File: config.mk
export PLATFORM = sky130hd
export DESIGN_NAME = dvtt_ram
export DESIGN_NICKNAME = d
export VERILOG_FILES = /design/src/hdl/dvtt_ram.sv
export SDC_FILE = /design/constraint.sdc
export NUM_CORES = 1
export LEC_CHECK = 0
export BUFFER_PORTS_ARGS = -buffer_cell sky130_fd_sc_hd__buf_4
export CAP_MARGIN = 40
export CELL_PAD_IN_SITES_DETAIL_PLACEMENT = 1
export CELL_PAD_IN_SITES_GLOBAL_PLACEMENT = 1
export CORE_MARGIN = 8
export CORE_UTILIZATION = 60
export CTS_BUF_LIST = sky130_fd_sc_hd__clkbuf_2 sky130_fd_sc_hd__clkbuf_4 sky130_fd_sc_hd__clkbuf_8
export CTS_CLUSTER_SIZE = 30
export DETAILED_ROUTE_END_ITERATION = 8
export PLACE_DENSITY = 0.95
export SYNTH_ARGS = -nofsm -noshare
export SYNTH_HDL_FRONTEND = slang
export SYNTH_SLANG_ARGS = --single-unit
File: constraint.sdc
create_clock -name clock -period 4.14 [get_ports clock]
set_input_delay 0.414 -clock clock [delete_from_list [all_inputs] [get_ports clock]]
set_output_delay 0.414 -clock clock [all_outputs]
set_load 0.005 [all_outputs]
File: src/hdl/dvtt_ram.sv
module dvtt_ram #(
   parameter int WIDTH = 8,
   parameter int DEPTH = 16
) (
   input  logic                     clock,
   input  logic                     wr_en,
   input  logic [$clog2(DEPTH)-1:0] wr_addr,
   input  logic [WIDTH-1:0]         wr_data,
   input  logic [$clog2(DEPTH)-1:0] rd_addr,
   output logic [WIDTH-1:0]         rd_data
);

   logic [WIDTH-1:0] mem_ff [DEPTH];
   logic [WIDTH-1:0] rd_data_ff;

   always_ff @(posedge clock) begin
      if (wr_en) begin
         mem_ff[wr_addr] <= wr_data;
      end
      rd_data_ff <= mem_ff[rd_addr];
   end

   assign rd_data = rd_data_ff;

endmodule

==> results of run 1 <==
[cell type report]
type	count	area (sq um)	share of cell area, %
clock buffers	19	249	4.20
clock inverters	13	219	3.69
multi-input cells	83	1060	17.9
flip-flops and latches	136	4000	67.5
well taps	105	131	2.22
repair buffers	36	265	4.47
[metal layers]
metal | GRT usage [%] | wire, um
met1 | 28.7 | 4960
met2 | 35.9 | 6170
met3 | 5.07 | 770
met4 | 10.5 | 281
met5 | 0 | 0
[cells by family (layout without fill, tap and decap cells)]
family          after synthesis  after routing  share of synthesized area, %
flops                       136            136                          77.8
simple gates                 35             35                          3.18
mux                          32             32                          15.0
compound gates               16             16                          2.33
buf+inv                      10             68                          1.68
[where the power goes]
group	switching [mW]	internal [mW]
Clock	0.543	0.740
Sequential	0.0109	1.54
Combinational	0.0865	0.0659
Total	0.640	2.34
[critical path, stage by stage]
cell    delay [ns]
buf_4         0.12
or3b_2        0.53
nor3_1        0.61
buf_2         0.29
[Yosys cell counts, types with 2 or more instances]
cell | n | area share [%]
a22oi_1 | 16 | 2.3
buf_2 | 3 | 0.29
buf_6 | 3 | 0.66
clkdlybuf4s25_2 | 3 | 0.58
dfxtp_1 | 8 | 3.1
edfxtp_1 | 128 | 75
mux4_1 | 14 | 7.1
mux4_2 | 18 | 7.9
nand2_1 | 9 | 0.66
nand2b_1 | 2 | 0.24
nand3b_1 | 2 | 0.29
nor2_1 | 13 | 0.95
nor3_1 | 4 | 0.39
[path summary, 6_finish.rpt]
| kind | cells after the start | to | from | slack (ns) |
|---|---|---|---|---|
| setup / recovery | 4 | mem_ff[0][1] | wr_addr[2] | 2.31 |
| hold / removal | 1 | mem_ff[6][0] | wr_data[0] | 0.29 |
| setup reg to reg | 3 | rd_data[0] | mem_ff[2][0] | 2.72 |
| hold reg to reg | 3 | rd_data[5] | mem_ff[12][5] | 0.69 |
[stage by stage]
step	std cells	instance area, sq um	power (mW)
after floorplan	229	5150	1.65
after global placement	350	5390	1.71
after detailed placement	359	5460	1.73
after CTS	391	5920	2.99
after global routing	392	5930	3.05
final	392	5930	2.98
[flip-flops by register name, indices dropped and copies added (netlist names)]
register	flops
mem_ff	128
rd_data	8
==> results.cfg, run 1 <==
[sta]
timing.fmax_mhz = 546
maxSlewViolCount = 0
unrepaired_setup_endpoints_after_global_routing = no
hold-worst-slack_ns = 0.287
clock-skew-final_ns = 0.0103
finalWorstPathRequiredPeriod_ns = 1.83
worst-slew-pin-transition_ns = 0.902
timing.final.crit_share_pct = 44.2
setup_violations = 0
setup_slack_ns = 2.31
timing_hold_violations_final = 0
final.setup.tns_ns = 0
rel_slew_slack_pct = 39.7

[grt]
vias_in_the_first_global_route = 2814
gr-usage-all-layers_pct = 22.4
grt_overflow_total = 0
number_of_antenna_violations_at_the_first_check_in_global_routing = 0
grt_start_max_net_pins = 33
grt_pass1_wl_um = 18300

[critical_path]
cp_data_arrival_time_ns = 1.97
cp_data_required_time_ns = 4.28
critical_path.max_fanout = 5
type_of_element_launching_the_critical_path = primary input
timing.setup.critical_path_class = primary input to flip-flop
end_kind = flip-flop

[floorplan]
die_x_um = 109
core_region_area_sq_um = 8260
die-area_sq_um = 11800
initial_utilization_pct = 62.3
boundary_pins = 26
number_of_rows_created_at_floorplan = 33
floorplan.die.height_um = 109

[clock_network]
path_clk_slew_ns = 0.08
tritoncts = built
ctsLongestPathBuffers = 2
cts_setup_buffers = 0
clock_latency_ns = 0.43
cts_max_level = 4
holdBufCountCts = 0
root_buffer = clkbuf_8
clock_sink_count = 136
cts.repair.resized = 0
number_of_cts_inserted_buffers = 17

[synthesis]
synthesis.yosys.warnings = 0
synthesized_area_divided_by_synthesized_cell_count_sq_um = 22.5
postSynthRegisterBits = 136
synthDistinctLibCells = 19
syn-num-nets = 247
synthFlopType = edfxtp_1
synth_sequential_area_ratio_pct = 77.8
number_of_enable_type_register_cells_in_the_synthesized_netlist = 128
synthArstFlopShare_pct = 0
synthesis.instances = 229
synthesis.area_sq_um = 5150

[place]
placement.io_buffers = 25
place.detailed.hpwl_um = 7100
pre_cts_setup_slack_ns = 1.94
globalplace.congestion = 0.785

[detailed_routing]
wirelength_um = 12200
drt-wirelength-per-cell_um = 31.1
drt-pass1-iter-count = 5
drtIter0Drc = 245
detail_route.drc_violations = 0
vias_per_cell = 6.63
dr_vias = 2600
drtAntennaViolNets = 0

[worst_hold_path]
timing.hold.worst.class = primary input to flip-flop

[final_layout]
final_common_cell = edfxtp_1
area_growth_syn_to_layout_pct = 15.2
n_fill_cell = 645
most-common-layout-cells = edfxtp_1 (128), buf_4 (34), mux4_2 (18)
antenna_cells_inserted = 0
layout-drive-gt1-share_pct = 30.7
final_nets = 292
final_core_util_pct = 71.8

[pwr]
power-per-cell-area_nw_per_um2 = 503
power_leakage_nw = 2.01
vdd.ir_drop.worst_uv = 309

[run_status]
run_status = complete, no violations

[flow_run]
cap_viol_max_count = 0
Note: power is estimated with default switching activity, not from simulation.
==> run 2, diff against run 1 <==
ABC_AREA = 1   (was unset)
CORE_UTILIZATION = 51   (was 60)
PLACE_DENSITY = 0.9   (was 0.95)
clock period = 1.7 ns   (was 4.14 ns; I/O delays follow)
==> run 2 against run 1 <==
  * Clock power is 100% higher
  * Sequential cell count unchanged
  * Worst hold slack worse by 0.23 ns
  * Highest routed layer unchanged
  * Critical path type is now flip-flop to output pin
  * Global-route usage down 0.28 points
  * Utilization down 14 points
  * Register-to-register slack got worse by 2.1 ns
  * Final area up 10%
  * Wire length is 25% higher
  * Non-clock buffer count rose by 9
  * Combinational power rose to 3.3 times the previous value
  * Setup slack got worse by 1.7 ns
  * Critical endpoint is now rd_data[4]
  * Largest power group unchanged
==> results.cfg, run 2 <==
[synthesis]
synth_largest_type_area_fraction_pct = 66.7
synth_sequential_area_ratio_pct = 69.4
synthesized_area_divided_by_synthesized_cell_count_sq_um = 10.5
synthXorXnorAreaFrac_pct = 0
synthesis.instances = 551
synth_fa_ha_area_share_pct = 0
postSynthRegisterBits = 136
synthArstFlopShare_pct = 0
yosys-top-cells-count = nand2_1 (173), edfxtp_1 (128), inv_1 (100)
syn-num-nets = 569
muxShareOfSynthArea_pct = 0
synthesis.area_sq_um = 5770
synthFlopType = edfxtp_1
synth_simple_gate_area_share_pct = 21.0
synth_compound_area_share_pct = 0
synthDistinctLibCells = 12
synth_top_family_by_area = simple AND/OR/NAND/NOR gates
cell_types_with_the_largest_area_share_after_synthesis = edfxtp_1 (67%), nand2_1 (11%), nand3_1 (8.4%), inv_1 (6.5%), dfxtp_1 (2.8%)
synth_top_cell_by_area = edfxtp_1
yosys.cell_count.top_type = nand2_1
number_of_enable_type_register_cells_in_the_synthesized_netlist = 128
synthesis.yosys.warnings = 0

[critical_path]
worst_path_max_delay_cell = dfxtp_1
maximum_cell_stage_delay_along_the_critical_path_ns = 0.37
timing.critical_path.from = rd_data[4]
cp_data_required_time_ns = 1.53
crit_path_cell_trace = buf_4
rr_startpoint = mem_ff[1][3]
timing.critical_path.max_delay_family = flip-flops
timing.setup.critical_path_class = flip-flop to output pin
end_kind = output pin
cp_data_arrival_time_ns = 0.94
critical_path.max_fanout = 1
crit_buf_inv = 1
type_of_element_launching_the_critical_path = flip-flop

[sta]
hold-worst-slack_ns = 0.0533
rel_slew_slack_pct = 56.6
unrepaired_setup_endpoints_after_global_routing = no
worst-slew-pin-transition_ns = 0.650
timing.fmax_mhz = 901
finalWorstPathRequiredPeriod_ns = 1.11
final.setup.tns_ns = 0
setup_violations = 0
maxSlewViolCount = 0
clock-skew-final_ns = 0.0108
timing.final.crit_share_pct = 65.3
timing_hold_violations_final = 0

[pwr]
power_leakage_nw = 2.86
vdd.ir_drop.worst_uv = 660
power-per-cell-area_nw_per_um2 = 1050

[place]
placement.io_buffers = 25
globalplace.congestion = 0.826
place.detailed.hpwl_um = 9800

[worst_hold_path]
worstHoldStart = rd_addr[3]
timing.hold.worst.class = primary input to flip-flop

[clock_network]
ctsLongestPathBuffers = 2
cts_max_level = 4
clock_sink_count = 136
tritoncts = built
holdBufCountCts = 0
root_buffer = clkbuf_8
cts_setup_buffers = 0
clock_latency_ns = 0.45
cts.repair.resized = 0
number_of_cts_inserted_buffers = 17
path_clk_slew_ns = 0.07

[grt]
grt_pass1_wl_um = 23900
grt_start_max_net_pins = 65
vias_in_the_first_global_route = 4371
number_of_antenna_violations_at_the_first_check_in_global_routing = 0
grt_overflow_total = 0
gr-usage-all-layers_pct = 22.1

[final_layout]
most-common-layout-cells = nand2_1 (173), edfxtp_1 (128), inv_1 (100)
antenna_cells_inserted = 0
max_flop_register = mem_ff
n_fill_cell = 1230
max_reg_flops = 128
final_nets = 609
layout-drive-gt1-share_pct = 13.1
final_common_cell = nand2_1
area_growth_syn_to_layout_pct = 13.3

[detailed_routing]
drtIter0Drc = 364
detail_route.drc_violations = 0
wirelength_um = 15200
drt-pass1-iter-count = 4
drt-wirelength-per-cell_um = 20.4
vias_per_cell = 5.38
drtAntennaViolNets = 0
dr_vias = 4016

[floorplan]
core_region_area_sq_um = 11200
floorplan.die.height_um = 122
initial_utilization_pct = 51.4
die_x_um = 122
die-area_sq_um = 15000
boundary_pins = 26
number_of_rows_created_at_floorplan = 39

[flow_run]
cap_viol_max_count = 0

[run_status]
run_status = complete, no violations
==> run 2: logic make-up (layout without fill, tap and decap cells) <==
kind of cell	after synthesis	count (layout)
flops	136	136
buf+inv	126	179
simple gates	289	289
==> run 2: area by class of cell <==
cell class / instances / area (sq um) / share of cell area (%)
multi-input cells: 289 / 1210 / 18.6
well taps: 143 / 179 / 2.74
flip-flops and latches: 136 / 4000 / 61.3
clock inverters: 4 / 45.0 / 0.689
clock buffers: 28 / 335 / 5.13
inverters: 102 / 383 / 5.86
repair buffers: 45 / 375 / 5.74
==> run 2: final timing paths <==
check                     to  slack (ns)  cells after the start
setup / recovery  rd_data[4]        0.59                      1
hold / removal    rd_data[6]        0.05                      3
setup reg to reg  rd_data[3]        0.59                      6
hold reg to reg   rd_data[5]        0.67                      6
==> run 2: power breakdown <==
| group | internal [mW] | switching [mW] | leakage, nW |
|---|---|---|---|
| logic | 0.160 | 0.341 | 1.43 |
| registers | 3.74 | 0.0264 | 1.22 |
| clock network | 1.40 | 1.16 | 0.206 |
==> run 2: per-stage QoR <==
stage / cells / power (mW) / cell area (sq um) / worst slack, ns / util [%]
6_report: 747 / 6.83 / 6540 / 0.590 / 58.2
3_3_place_gp: 715 / 4.31 / 6150 / 0.263 / 54.8
5_1_grt: 747 / 7.05 / 6540 / 0.518 / 58.2
3_5_place_dp: 715 / 4.35 / 6150 / 0.216 / 54.8
2_1_floorplan: 551 / 4.10 / 5770 / 0.579 / -
4_1_cts: 747 / 6.89 / 6540 / 0.538 / 58.2
==> run 2: metal layers <==
| layer | global-route usage [%] | up-vias | share of wire, % |
|---|---|---|---|
| li1 | - | 1848 | - |
| met1 | 25.1 | 1992 | 40 |
| met2 | 37.1 | 136 | 51 |
| met3 | 5.70 | 40 | 5.3 |
| met4 | 13.3 | 0 | 3.8 |
| met5 | 0 | - | 0 |
==> run 3, diff against run 2 <==
clock period = 1.15 ns   (was 1.7 ns; I/O delays follow)
==> run 3 against run 2 <==
  * Utilization increased by 1.9 points
  * Sequential power increased by 48%
  * Critical endpoint is now rd_data[2]
  * Non-clock buffer count increased by 13
  * Cell count increased by 1.7%
  * Sequential share of layout area decreased by 1.9 points
  * First-iteration DRC count decreased by 12%
  * Largest power group unchanged
  * Combinational power increased by 60%
==> results.cfg, run 3 (synthesized netlist as in run 2, its figures left out) <==
[detailed_routing]
drt-pass1-iter-count = 5
drt-wirelength-per-cell_um = 20.3
vias_per_cell = 5.41
drtAntennaViolNets = 0
wirelength_um = 15400
drtIter0Drc = 319
dr_vias = 4109
detail_route.drc_violations = 0

[sta]
timing.final.crit_share_pct = 94.6
maxSlewViolCount = 0
hold-worst-slack_ns = 0.0303
setup_violations = 0
timing_hold_violations_final = 0
worst-slew-pin-transition_ns = 0.295
rel_slew_slack_pct = 80.3
unrepaired_setup_endpoints_after_global_routing = no
finalWorstPathRequiredPeriod_ns = 1.09
timing.fmax_mhz = 919
clock-skew-final_ns = 0.00863

[clock_network]
number_of_cts_inserted_buffers = 17
path_clk_slew_ns = 0.08
tritoncts = built
ctsLongestPathBuffers = 2
cts_max_level = 4
clock_latency_ns = 0.45
clock_sink_count = 136
root_buffer = clkbuf_8

[worst_hold_path]
timing.hold.worst.class = primary input to flip-flop

[flow_run]
cap_viol_max_count = 0

[critical_path]
cp_data_required_time_ns = 1.03
maximum_cell_stage_delay_along_the_critical_path_ns = 0.39
crit_path_cell_trace = buf_4
end_kind = output pin
crit_buf_inv = 1
timing.setup.critical_path_class = flip-flop to output pin
timing.critical_path.max_delay_family = flip-flops
cp_data_arrival_time_ns = 0.97
type_of_element_launching_the_critical_path = flip-flop
r2r_setup_slack_ns = 0.08
worst_path_max_delay_cell = dfxtp_1
critical_path.max_fanout = 1

[floorplan]
number_of_rows_created_at_floorplan = 39
floorplan.die.height_um = 122
die_x_um = 122
initial_utilization_pct = 51.4
die-area_sq_um = 15000
boundary_pins = 26
core_region_area_sq_um = 11200

[grt]
grt_pass1_wl_um = 23800
vias_in_the_first_global_route = 4459
grt_start_max_net_pins = 28
number_of_antenna_violations_at_the_first_check_in_global_routing = 0
grt_overflow_total = 0
gr-usage-all-layers_pct = 21.9

[final_layout]
most-common-layout-cells = nand2_1 (173), edfxtp_1 (128), inv_1 (100)
max_reg_flops = 128
final_nets = 622
final_design_area_no_fill_sq_um = 6740
max_flop_register = mem_ff
layout-drive-gt1-share_pct = 14.3
final_core_util_pct = 60.1
antenna_cells_inserted = 0
n_fill_cell = 1225
final_common_cell = nand2_1
area_growth_syn_to_layout_pct = 16.9
final_cell_count_no_fill = 760

[pwr]
vdd.ir_drop.worst_uv = 923
power_leakage_nw = 2.96
power-per-cell-area_nw_per_um2 = 1600

[run_status]
run_status = complete, no violations

[place]
dpl.cell_count = 725
placed_cell_area_sq_um = 6270
place.detailed.hpwl_um = 10200
globalplace.congestion = 0.821
placement.io_buffers = 25
## run 3: power breakdown
part	switching [mW]	internal (mW)	leakage (nW)	total, mW
clock	1.84	2.55	0.224	4.38
combinational	0.524	0.280	1.51	0.804
sequential	0.0391	5.53	1.22	5.57
total	2.40	8.36	2.96	10.8
## run 3: area by class of cell
cell class	instances	area [sq um]	share of cell area (%)
Clock inverter	15	208	3.08
Tap cell	143	179	2.65
Inverter	102	383	5.68
Sequential cell	136	4000	59.4
Multi-Input combinational cell	289	1220	18.1
Clock buffer	17	234	3.47
Timing Repair Buffer	58	518	7.68
## run 3: path summary, 6_finish.rpt
| kind | start | cells after the start | endpoint |
|---|---|---|---|
| max | rd_data[2] | 1 | rd_data[2] |
| min | wr_data[2] | 1 | mem_ff[14][2] |
| max reg2reg | mem_ff[1][2] | 6 | rd_data[2] |
| min reg2reg | mem_ff[13][2] | 6 | rd_data[2] |
## run 3: metal layers
| metal | up-vias | track usage, % | part of all wire, % |
|---|---|---|---|
| li1 | 1874 | - | - |
| met1 | 2047 | 24.4 | 39 |
| met2 | 151 | 38.2 | 52 |
| met3 | 37 | 5.61 | 5.6 |
| met4 | 0 | 11.0 | 3.5 |
| met5 | - | 0 | 0 |
## run 3: worst register-to-register path: cells and delay by family, from the launching register on
kind / cells / cell delay, ns
buffers and inverters: 1 / 0.07
AND/OR/NAND/NOR: 5 / 0.51
flip-flops: 1 / 0.37
## run 3: per-stage QoR
step,total power [mW],TNS (ns),setup slack [ns]
4_1_cts,10.8,0,0.0251
6_report,10.8,0,0.0618
5_1_grt,11.1,0,0.0234
3_5_place_dp,6.47,-0.983,-0.0520
3_3_place_gp,6.42,0,0.000672
2_1_floorplan,6.07,0,0.0842
## run 3: timing repair
item	4_1_cts	5_1_grt
hold endpoints to repair	32	0
setup endpoints to repair	0	1
setup buffers	0	0
gates resized for setup	0	1
hold buffers	3	0
