[src/hdl/dvtt_pkg.sv]
package dvtt_pkg;

   localparam int V_W   = 22;
   localparam int T_W   = 16;
   localparam int ST_W  = 3;
   localparam int CNT_W = 9;
   localparam int NUM_W = V_W + T_W;

   localparam logic [V_W-1:0] FULL_SCALE_UV = 22'd3000000;

   localparam logic OP_LOAD    = 1'b0;
   localparam logic OP_CONVERT = 1'b1;

   localparam logic [ST_W-1:0] ST_OK      = 3'd0;
   localparam logic [ST_W-1:0] ST_INVALID = 3'd1;
   localparam logic [ST_W-1:0] ST_OVER    = 3'd2;
   localparam logic [ST_W-1:0] ST_UNDER   = 3'd3;
   localparam logic [ST_W-1:0] ST_FLAT    = 3'd4;

   typedef struct packed {
      logic [V_W-1:0] microvolts;
      logic [T_W-1:0] centikelvin;
   } entry_type;

endpackage

[src/hdl/dvtt_div.sv]
module dvtt_div (
   input  logic                        clock,
   input  logic                        reset,
   input  logic                        start,
   input  logic [dvtt_pkg::NUM_W-1:0]  dividend,
   input  logic [dvtt_pkg::V_W-1:0]    divisor,
   output logic                        done,
   output logic [dvtt_pkg::T_W-1:0]    quotient
);

   // The quotient is known to fit in T_W bits, so the remainder starts with the
   // upper dividend bits and one quotient bit is produced per cycle.
   localparam int STEP_W = $clog2(dvtt_pkg::T_W + 1);

   logic [dvtt_pkg::V_W-1:0]  rem_ff, rem_in;
   logic [dvtt_pkg::T_W-1:0]  low_ff, low_in;
   logic [dvtt_pkg::T_W-1:0]  quo_ff, quo_in;
   logic [STEP_W-1:0]         count_ff, count_in;
   logic                      busy_ff, busy_in;
   logic                      done_ff, done_in;
   logic [dvtt_pkg::V_W:0]    trial;
   logic                      fits;

   always_comb begin
      trial    = {rem_ff, low_ff[dvtt_pkg::T_W-1]};
      fits     = trial >= {1'b0, divisor};
      rem_in   = rem_ff;
      low_in   = low_ff;
      quo_in   = quo_ff;
      count_in = count_ff;
      busy_in  = busy_ff;
      done_in  = 1'b0;
      if (start) begin
         rem_in   = dividend[dvtt_pkg::NUM_W-1:dvtt_pkg::T_W];
         low_in   = dividend[dvtt_pkg::T_W-1:0];
         count_in = STEP_W'(dvtt_pkg::T_W);
         busy_in  = 1'b1;
      end else if (busy_ff) begin
         if (fits) begin
            rem_in = dvtt_pkg::V_W'(trial - {1'b0, divisor});
         end else begin
            rem_in = trial[dvtt_pkg::V_W-1:0];
         end
         low_in   = {low_ff[dvtt_pkg::T_W-2:0], 1'b0};
         quo_in   = {quo_ff[dvtt_pkg::T_W-2:0], fits};
         count_in = count_ff - STEP_W'(1);
         if (count_ff == STEP_W'(1)) begin
            busy_in = 1'b0;
            done_in = 1'b1;
         end
      end
   end

   always_ff @(posedge clock) begin
      if (reset) begin
         busy_ff  <= 1'b0;
         done_ff  <= 1'b0;
         count_ff <= '0;
      end else begin
         busy_ff  <= busy_in;
         done_ff  <= done_in;
         count_ff <= count_in;
      end
      rem_ff <= rem_in;
      low_ff <= low_in;
      quo_ff <= quo_in;
   end

   assign done     = done_ff;
   assign quotient = quo_ff;

endmodule

[config.mk]
export PLATFORM = sky130hd
export DESIGN_NAME = dvtt_div
export DESIGN_NICKNAME = d
export VERILOG_FILES = /design/src/hdl/dvtt_pkg.sv /design/src/hdl/dvtt_div.sv
export SDC_FILE = /design/constraint.sdc
export NUM_CORES = 1
export LEC_CHECK = 0
export ABC_AREA = 1
export BUFFER_PORTS_ARGS = -buffer_cell sky130_fd_sc_hd__buf_2
export CAP_MARGIN = 20
export CORE_AREA = 2 2 121 123
export CTS_CLUSTER_SIZE = 25
export DETAILED_ROUTE_END_ITERATION = 7
export DIE_AREA = 0 0 123 125
export GPL_TIMING_DRIVEN = 0
export SLEW_MARGIN = 20
export SYNTH_ARGS = -nofsm -noshare
export SYNTH_HDL_FRONTEND = slang
export SYNTH_SLANG_ARGS = --single-unit
[constraint.sdc]
create_clock -name clock -period 3.8 [get_ports clock]
set_input_delay 0.38 -clock clock [delete_from_list [all_inputs] [get_ports clock]]
set_output_delay 0.38 -clock clock [all_outputs]
set_load 0.005 [all_outputs]
==> results.json, run 1 <==
{
  "hold_viol": 0,
  "postCtsResizedCells": 0,
  "post_cts_buffers": 0,
  "rows": 44,
  "mostFrequentLayoutCells": "247 x nand2_1, 89 x inv_1, 80 x buf_2",
  "routedWlPerCell_um": 12.70,
  "grt_remaining_overflow": 0,
  "place_congestion": 0.9050,
  "crit_path_start_kind": "flip-flop",
  "period_share_pct": 63.98,
  "clk_latency_ns": 0.33,
  "synthMuxAreaShare_pct": 0,
  "finalMaxSlewViolations": 0,
  "port_buffers": 78,
  "worst_path_max_delay_cell": "edfxtp_1",
  "setup_viol": 0,
  "floorplan.initialDensity_pct": 31.25,
  "cts.sinks": 61,
  "r2r.worst_path.cells": 12,
  "status": "completed",
  "cp.arrival_ns": 2.51,
  "h-tree-depth": 3,
  "cts_root_buf": "clkbuf_16",
  "die-area_sq_um": 15380,
  "syn_area_sq_um": 4438,
  "ir_worst_vdd_uv": 268.8,
  "slew_headroom_pct": 49.53,
  "synthXorXnorAreaFrac_pct": 1.973,
  "grt_pass1_wl_mm": 18.84,
  "num_antenna_cells": 0,
  "slowest_delay_ns": 0.46,
  "hold_path_end": "count_ff[4]",
  "syn_nets": 698,
  "p_leak_nw": 2.751,
  "hold_path_startpoint": "reset",
  "critPathKind": "flip-flop to flip-flop",
  "grt_max_degree": 30,
  "rsz0062_at_grt": "no",
  "vias": 4013,
  "ys_warn_count": 0,
  "end_kind": "flip-flop",
  "cts.hold.buffers_added": 0,
  "boundaryPins": 80,
  "cp_cell_sequence": "ha_1, nand2_2, inv_1, nand2_1, nand2_1, a21oi_1, nand2_2, nand2_4, buf_2, nand3b_1, nand3_1, nand2_1",
  "drtIter0Drc": 137,
  "worstReg2RegEnd": "rem_ff[11]",
  "die_h_um": 125,
  "final_common_cell": "nand2_1",
  "ys_seq_elements": 61,
  "antenna_found_initial": 0,
  "die_w_um": 123,
  "ant_nets": 0,
  "p_per_area_nw_per_um2": 498.7,
  "fin_crit_ns": 2.431,
  "yosys.area_share.simple_pct": 38.48,
  "netlist_instances": 610,
  "syn2layout_area_growth_pct": 21.65,
  "rr_startpoint": "rem_ff[8]",
  "yosysTopAreaCellShare_pct": 36.54,
  "post-route-drc-count": 0,
  "synth_cell_types": 35,
  "placed_cells": 873,
  "ff2ff_setup_slack_ns": 1.37,
  "grt_pass1_vias": 3976,
  "worst_pin_slew_ns": 0.7563,
  "required_ns": 3.88,
  "cp_max_fo": 10,
  "drive_gt1_share_pct": 17.73,
  "cts_buffers": 9,
  "synth_top_family_by_area": "simple AND/OR/NAND/NOR gates",
  "dp_hpwl_mm": 9.169,
  "first_pass_iters": 4,
  "crit_top_cell": "nand2_1",
  "tns_ns": 0,
  "fin_worst_skew_ns": 0.008590,
  "clockBufferDepth": 2,
  "clk_pin_slew_worst_paths_ns": 0.06,
  "layout.cells.non_filler": 889,
  "drv_cap": 0,
  "max_freq_mhz": 411.3,
  "core_area_sq_um": 14200,
  "routed_wl_mm": 11.29,
  "yosys.area.top_type": "edfxtp_1",
  "synth_compound_area_share_pct": 2.509,
  "ys_top_cells_by_area": "edfxtp_1 37%, nand2_1 21%, inv_1 7.5%, ha_1 6.8%, nand3_1 5.4%",
  "cts_tree": "done",
  "yosysSeqAreaShare_pct": 39.70,
  "layout.nets": 788,
  "whs_path_depth": 2,
  "via_per_inst": 4.514,
  "grtUsageTotal_pct": 15.72,
  "synthAdderAreaFrac_pct": 7.217,
  "syn_avg_cell_area_sq_um": 7.275,
  "worstHoldPathType": "input pin to flip-flop"
}
[state kept, by name (all words and copies together) (netlist names)]
register and flops:
quotient 16, busy_ff 1, count_ff 5, low_ff 16, done 1, rem_ff 22
[area by class of cell]
class	instances	area [sq um]
Inverter	96	360.3
Timing Repair Buffer	79	410.4
Fill cell	1521	8805
Clock buffer	9	225.2
Tap cell	184	230.2
Clock inverter	7	90.09
Multi-Input combinational cell	438	2232
Sequential cell	61	1762
Buffer	15	88.84
[how the worst max path moves through the flow]
stage	slack [ns]	cells after the start	start	end
after floorplan	1.69	4	start	low_ff[0]
final	1.37	12	rem_ff[8]	rem_ff[11]
after global placement	0.79	4	start	rem_ff[6]
after detailed placement	1.31	14	divisor[10]	rem_ff[11]
after CTS	1.37	12	rem_ff[8]	rem_ff[11]
after global routing	1.24	12	rem_ff[8]	rem_ff[11]
[cell families after synthesis]
logic type / Yosys count
xor+xnor: 10
buf+inv: 111
simple gates: 383
flops: 61
compound gates: 20
fa+ha+maj: 25
[where the power goes]
group	total, mW	internal [mW]	switching, mW
Sequential	0.878	0.834	0.0437
Combinational	0.956	0.361	0.594
Clock	0.859	0.568	0.291
[synth_stat cells (all sizes together)]
library cell	n
nand3	48
or2	2
o21a	1
clkbuf	9
and3	1
nor4	4
dfxtp	7
and2	1
a31oi	1
nand3b	25
o21ai	1
nand4	5
edfxtp	54
xnor2	8
buf	6
o21bai	1
nor3	2
inv	95
o211ai	1
fa	1
a21oi	14
a211oi	1
ha	24
nor2	39
xor2	2
clkinv	1
nand2	256
[per-layer routing]
layer  GRT usage (%)  vias to the layer above  share of wire, %
li1                -                     2116                 -
met1           19.72                     1814                46
met2           26.75                       75                48
met3           3.604                        8               4.6
met4           4.679                        0               1.5
met5               0                        -                 0
[metrics by stage]
step                worst slack (ns)  hold slack (ns)  util (%)  power, mW  instance area [sq um]
finish                         1.369           0.2457     38.01      2.692                   5399
global route                   1.239           0.2441     38.01      2.884                   5399
floorplan                      1.690           0.4422         -      1.589                   4438
global placement              0.7925           0.4258     35.61      1.836                   5059
CTS                            1.370           0.2343     38.01      2.708                   5399
detailed placement             1.312           0.4290     35.79      1.839                   5084
[worst max-delay path, delay by kind of cell (launching register included)]
kind | cells | cell delay, ns
flip-flops | 1 | 0.46
AND/OR/NAND/NOR | 8 | 0.80
buffers and inverters | 2 | 0.31
adder cells (fa/ha/maj) | 1 | 0.38
AO/OA/AOI/OAI | 1 | 0.21
Power figures use the tool's default switching activity.
==> run 2: changes to the inputs <==
==> constraint.sdc (replaced) <==
create_clock -name clock -period 2.4 [get_ports clock]
set_input_delay 0.24 -clock clock [delete_from_list [all_inputs] [get_ports clock]]
set_output_delay 0.24 -clock clock [all_outputs]
set_load 0.005 [all_outputs]
==> results.json, run 2 (synthesis results as in run 1) <==
{
  "cpLargestDelayFamily": "simple AND/OR/NAND/NOR gates",
  "post-route-drc-count": 0,
  "hold_path_end": "count_ff[4]",
  "cts.sinks": 61,
  "worst_pin_slew_ns": 0.7563,
  "status": "completed",
  "hold_path_startpoint": "reset",
  "dp_hpwl_mm": 9.169,
  "num_antenna_cells": 0,
  "grt_pass1_vias": 3976,
  "max_freq_mhz": 437.1,
  "grtUsageTotal_pct": 15.72,
  "crit_path_start_kind": "flip-flop",
  "clk_latency_ns": 0.33,
  "grt_pass1_wl_mm": 18.84,
  "ir_worst_vdd_uv": 420.4,
  "holdWs_ns": 0.1037,
  "finalMaxSlewViolations": 0,
  "worst_path_max_delay_cell": "edfxtp_1",
  "clk_pin_slew_worst_paths_ns": 0.06,
  "worstReg2RegEnd": "rem_ff[17]",
  "clockBufferDepth": 2,
  "setup_viol": 0,
  "routed_wl_mm": 11.43,
  "cts_buffers": 9,
  "drtIter0Drc": 160,
  "clockPowerShare_pct": 31.3,
  "r2r.worst_path.cells": 13,
  "cp.arrival_ns": 2.37,
  "grt_remaining_overflow": 0,
  "floorplan.initialDensity_pct": 31.25,
  "ant_nets": 0,
  "worstHoldPathType": "input pin to flip-flop",
  "multi_input_area_sq_um": 2345,
  "design_area_sq_um": 5517,
  "critPathKind": "flip-flop to flip-flop",
  "die-area_sq_um": 15380,
  "end_kind": "flip-flop",
  "layout.nets": 788,
  "dpl-instance-area_sq_um": 5084,
  "drv_cap": 0,
  "fin_crit_ns": 2.288,
  "boundaryPins": 80,
  "post_cts_buffers": 0,
  "path_buf_inv": 2,
  "vias": 4009,
  "die_h_um": 125,
  "h-tree-depth": 3,
  "port_buffers": 78,
  "slew_headroom_pct": 49.53,
  "crit_top_cell": "nor2_4",
  "fin_worst_skew_ns": 0.009033,
  "routedWlPerCell_um": 12.86,
  "core_area_sq_um": 14200,
  "via_per_inst": 4.510,
  "cts.hold.buffers_added": 0,
  "slowest_delay_ns": 0.42,
  "seqPwrFrac_pct": 32.4,
  "cts_tree": "done",
  "cp_max_fo": 10,
  "whs_path_depth": 2,
  "period_share_pct": 95.32,
  "regMostFlops": "rem_ff",
  "switching_share_pct": 34.39,
  "required_ns": 2.48,
  "p_int_mw": 2.843,
  "ff2ff_setup_slack_ns": 0.11,
  "switchingPower_mw": 1.490,
  "cp_cell_sequence": "ha_2, nand2_1, nor2_4, inv_2, nor2_4, nand2_2, nor2_4, nor2_4, nand2_4, buf_6, nand3_1, nand2_1, nand2_1",
  "p_leak_nw": 2.749,
  "first_pass_iters": 5,
  "die_w_um": 123,
  "place_congestion": 0.9050,
  "antenna_found_initial": 0,
  "seqCellArea_sq_um": 1762,
  "syn2layout_area_growth_pct": 24.30,
  "largest_reg_flops": 22,
  "cts_root_buf": "clkbuf_16",
  "p_per_area_nw_per_um2": 785.3,
  "combPwrFrac_pct": 36.3,
  "rr_startpoint": "rem_ff[7]",
  "mostFrequentLayoutCells": "247 x nand2_1, 89 x inv_1, 78 x buf_2",
  "rows": 44,
  "drive_gt1_share_pct": 19.57,
  "grt_max_degree": 30,
  "hold_viol": 0,
  "fill_cells": 1509,
  "final_common_cell": "nand2_1"
}
==> run 2: what timing repair did <==
item                       in CTS  in global routing
resized for setup               1                 17
setup endpoints to repair       2                 19
pin swaps                       0                  0
gates cloned                    0                  0
==> run 2: area by class of cell <==
| class | instances | share of cell area (%) |
|---|---|---|
| buffer | 15 | 1.701 |
| clock buffer | 9 | 4.083 |
| clock inverter | 7 | 1.633 |
| inverter | 96 | 6.532 |
| multi-input combinational | 438 | 42.50 |
| sequential | 61 | 31.93 |
| tap | 184 | 4.173 |
| timing repair buffer | 79 | 7.439 |
==> run 2: worst register-to-register path, cell delays in order (launching register included) <==
cell	delay [ns]
edfxtp_1	0.42
ha_2	0.42
nand2_1	0.14
nor2_4	0.16
inv_2	0.06
nor2_4	0.09
nand2_2	0.07
nor2_4	0.10
nor2_4	0.07
nand2_4	0.10
buf_6	0.15
nand3_1	0.12
nand2_1	0.09
nand2_1	0.05
==> run 2: per-stage QoR <==
step | util, % | power, mW | std cells | setup slack [ns] | setup TNS, ns
after CTS | 38.03 | 4.287 | 889 | 0.04902 | 0
after global routing | 38.84 | 4.647 | 889 | -0.008529 | -0.01020
after floorplan | - | 2.516 | 610 | 0.4247 | 0
final | 38.84 | 4.332 | 889 | 0.1122 | 0
after global placement | 35.61 | 2.907 | 872 | -0.4675 | -18.06
after detailed placement | 35.79 | 2.912 | 873 | -0.02966 | -0.03640
==> run 2: metal layers <==
| metal | track usage (%) | vias to the layer above | share of wire [%] |
|---|---|---|---|
| met3 | 3.604 | 8 | 4.8 |
| met4 | 4.679 | 0 | 1.5 |
| met1 | 19.72 | 1803 | 46 |
| li1 | - | 2116 | - |
| met5 | 0 | - | 0 |
| met2 | 26.75 | 82 | 48 |
==> run 2: worst max-delay path by stage <==
stage                           from         end  slack, ns  cells after the start
after CTS                  rem_ff[8]  rem_ff[11]       0.05                     12
after detailed placement   rem_ff[8]  rem_ff[11]      -0.03                     12
final                      rem_ff[7]  rem_ff[17]       0.11                     13
after floorplan            rem_ff[9]  rem_ff[11]       0.42                     12
after global routing      rem_ff[15]  rem_ff[17]     -0.009                     11
after global placement         start   rem_ff[6]      -0.47                      4
==> run 2: power groups by stage <==
| stage | clock, mW | sequential, mW | combinational (mW) |
|---|---|---|---|
| floorplan | 0 | 1.38 | 1.13 |
| global placement | 0 | 1.41 | 1.49 |
| detailed placement | 0 | 1.41 | 1.50 |
| CTS | 1.38 | 1.39 | 1.51 |
| global route | 1.43 | 1.42 | 1.80 |
| finish | 1.36 | 1.40 | 1.57 |
==> run 3: changes to the inputs <==
--- a/config.mk
+++ b/config.mk
@@ -13,6 +13,7 @@
 export DETAILED_ROUTE_END_ITERATION = 7
 export DIE_AREA = 0 0 123 125
 export GPL_TIMING_DRIVEN = 0
+export PLACE_DENSITY = 0.56
 export SLEW_MARGIN = 20
 export SYNTH_ARGS = -nofsm -noshare
 export SYNTH_HDL_FRONTEND = slang
==> results.json, run 3 (synthesis results as in run 1) <==
{
  "clockPowerShare_pct": 32.6,
  "finalPower_mw": 4.446,
  "die_w_um": 123,
  "drive_gt1_share_pct": 19.72,
  "cts.sinks": 61,
  "die_h_um": 125,
  "slew_headroom_pct": 50.50,
  "boundaryPins": 80,
  "p_leak_nw": 2.770,
  "die-area_sq_um": 15380,
  "ir_worst_vdd_uv": 564.0,
  "clk_latency_ns": 0.32,
  "place_ws_ns": -0.01754,
  "core_area_sq_um": 14200,
  "worst_pin_slew_ns": 0.7417,
  "routed_wl_mm": 11.75,
  "fin_worst_skew_ns": 0.005898,
  "layout.nets": 788,
  "grt_pass1_vias": 3928,
  "end_kind": "flip-flop",
  "fin_crit_ns": 2.291,
  "cp.arrival_ns": 2.36,
  "critPathKind": "flip-flop to flip-flop",
  "setup_viol": 0,
  "cts_tree": "done",
  "final_common_cell": "nand2_1",
  "grt_max_degree": 27,
  "floorplan.initialDensity_pct": 31.25,
  "rr_startpoint": "rem_ff[14]",
  "finalMaxSlewViolations": 0,
  "p_int_mw": 2.951,
  "seqPwrFrac_pct": 31.7,
  "worstReg2RegEnd": "rem_ff[12]",
  "regMostFlops": "rem_ff",
  "layout.cells.non_filler": 890,
  "crit_path_start_kind": "flip-flop",
  "hold_path_end": "count_ff[4]",
  "switching_share_pct": 33.63,
  "drtIter0Drc": 206,
  "h-tree-depth": 3,
  "period_share_pct": 95.45,
  "cp_max_fo": 10,
  "cp_cell_sequence": "ha_1, nand2_1, inv_2, nand2_1, nor2_4, nand2_2, nor2_4, nor2_4, buf_4, nand3b_1, nand3_1, nand2_1",
  "drv_cap": 0,
  "vias": 3999,
  "worst_path_max_delay_cell": "edfxtp_1",
  "crit_path_start": "rem_ff[14]",
  "grt_pass1_wl_mm": 19.07,
  "clk_pin_slew_worst_paths_ns": 0.05,
  "grt_remaining_overflow": 0,
  "rows": 44,
  "fin_ws_ns": 0.1092,
  "cts_buffers": 9,
  "ant_nets": 0,
  "place_congestion": 0.8843,
  "ff2ff_setup_slack_ns": 0.11,
  "syn2layout_area_growth_pct": 25.09,
  "required_ns": 2.47,
  "whs_path_depth": 2,
  "tns_ns": 0,
  "clockBufferDepth": 2,
  "mostFrequentLayoutCells": "246 x nand2_1, 89 x inv_1, 78 x buf_2",
  "routedWlPerCell_um": 13.20,
  "max_freq_mhz": 436.5,
  "switchingPower_mw": 1.495,
  "post-route-drc-count": 0,
  "rsz0062_at_grt": "no",
  "largest_reg_flops": 22,
  "via_per_inst": 4.493,
  "cts_root_buf": "clkbuf_16",
  "antenna_found_initial": 1,
  "hold_viol": 0,
  "port_buffers": 78,
  "first_pass_iters": 5,
  "grtUsageTotal_pct": 15.87,
  "r2r.worst_path.cells": 12,
  "hold_path_startpoint": "reset",
  "combPwrFrac_pct": 35.7,
  "worstHoldPathType": "input pin to flip-flop",
  "p_per_area_nw_per_um2": 800.8,
  "slowest_delay_ns": 0.44,
  "placed_cells": 873,
  "dp_hpwl_mm": 9.413,
  "status": "completed"
}
## run 3: cell types whose count changed in the layout (fill, tap and decap cells not counted), sizes merged
cell      change
buf           +1
bufinv        +1
clkbuf        -1
clkinvlp      -1
diode         +1
## run 3: worst max-delay path: cells and delay by family, from the launching register on
kind                       cells  cell delay (ns)
and+or+nand+nor                9             0.94
DFF                            1             0.44
adders and majority gates      1             0.38
buffers and inverters          2             0.27
## run 3: timing repair
action,CTS,global route
buffers inserted,0,0
hold endpoints to repair,0,0
setup endpoints to repair,4,21
gates resized for setup,1,20
gates cloned,0,0
hold buffers,0,0
## run 3: metal layers
layer	track usage [%]	up-vias	routed length [um]
met1	21.38	1785	5541
met2	25.64	86	5537
met4	4.545	2	114
li1	-	2115	-
met5	0	-	13
met3	3.330	11	539
## run 3: layout make-up
cell class              instances  area (sq um)
fillers                      1521          8652
multi-input cells             438          2350
flip-flops and latches         61          1762
repair buffers                 79         410.4
inverters                      96         360.3
well taps                     184         230.2
clock buffers                   9         225.2
clock inverters                 7         113.9
plain buffers                  15         97.59
diodes                          1         2.502
## run 3: worst max path at each step
stage,end,slack (ns),depth (start not counted)
after floorplan,rem_ff[11],0.42,12
after global placement,rem_ff[6],-0.44,4
after detailed placement,rem_ff[8],-0.02,12
after CTS,rem_ff[8],0.05,12
after global routing,rem_ff[8],0.001,13
final,rem_ff[12],0.11,12
## run 3: power by group through the flow
stage                     clock network, mW  logic (mW)  registers, mW
final                                  1.45        1.59           1.41
after global routing                   1.53        1.81           1.42
after CTS                              1.49        1.52           1.39
after detailed placement                  0        1.51           1.41
after global placement                    0        1.51           1.42
after floorplan                           0        1.13           1.38
## run 3: per-stage QoR
stage          cell area (sq um)  utilization [%]  hold WS, ns
2_1_floorplan               4438                -       0.3094
3_3_place_gp                5059            35.61       0.4267
3_5_place_dp                5084            35.79       0.4260
4_1_cts                     5425            38.20      0.09979
5_1_grt                     5549            39.07       0.1133
6_report                    5552            39.09       0.1157
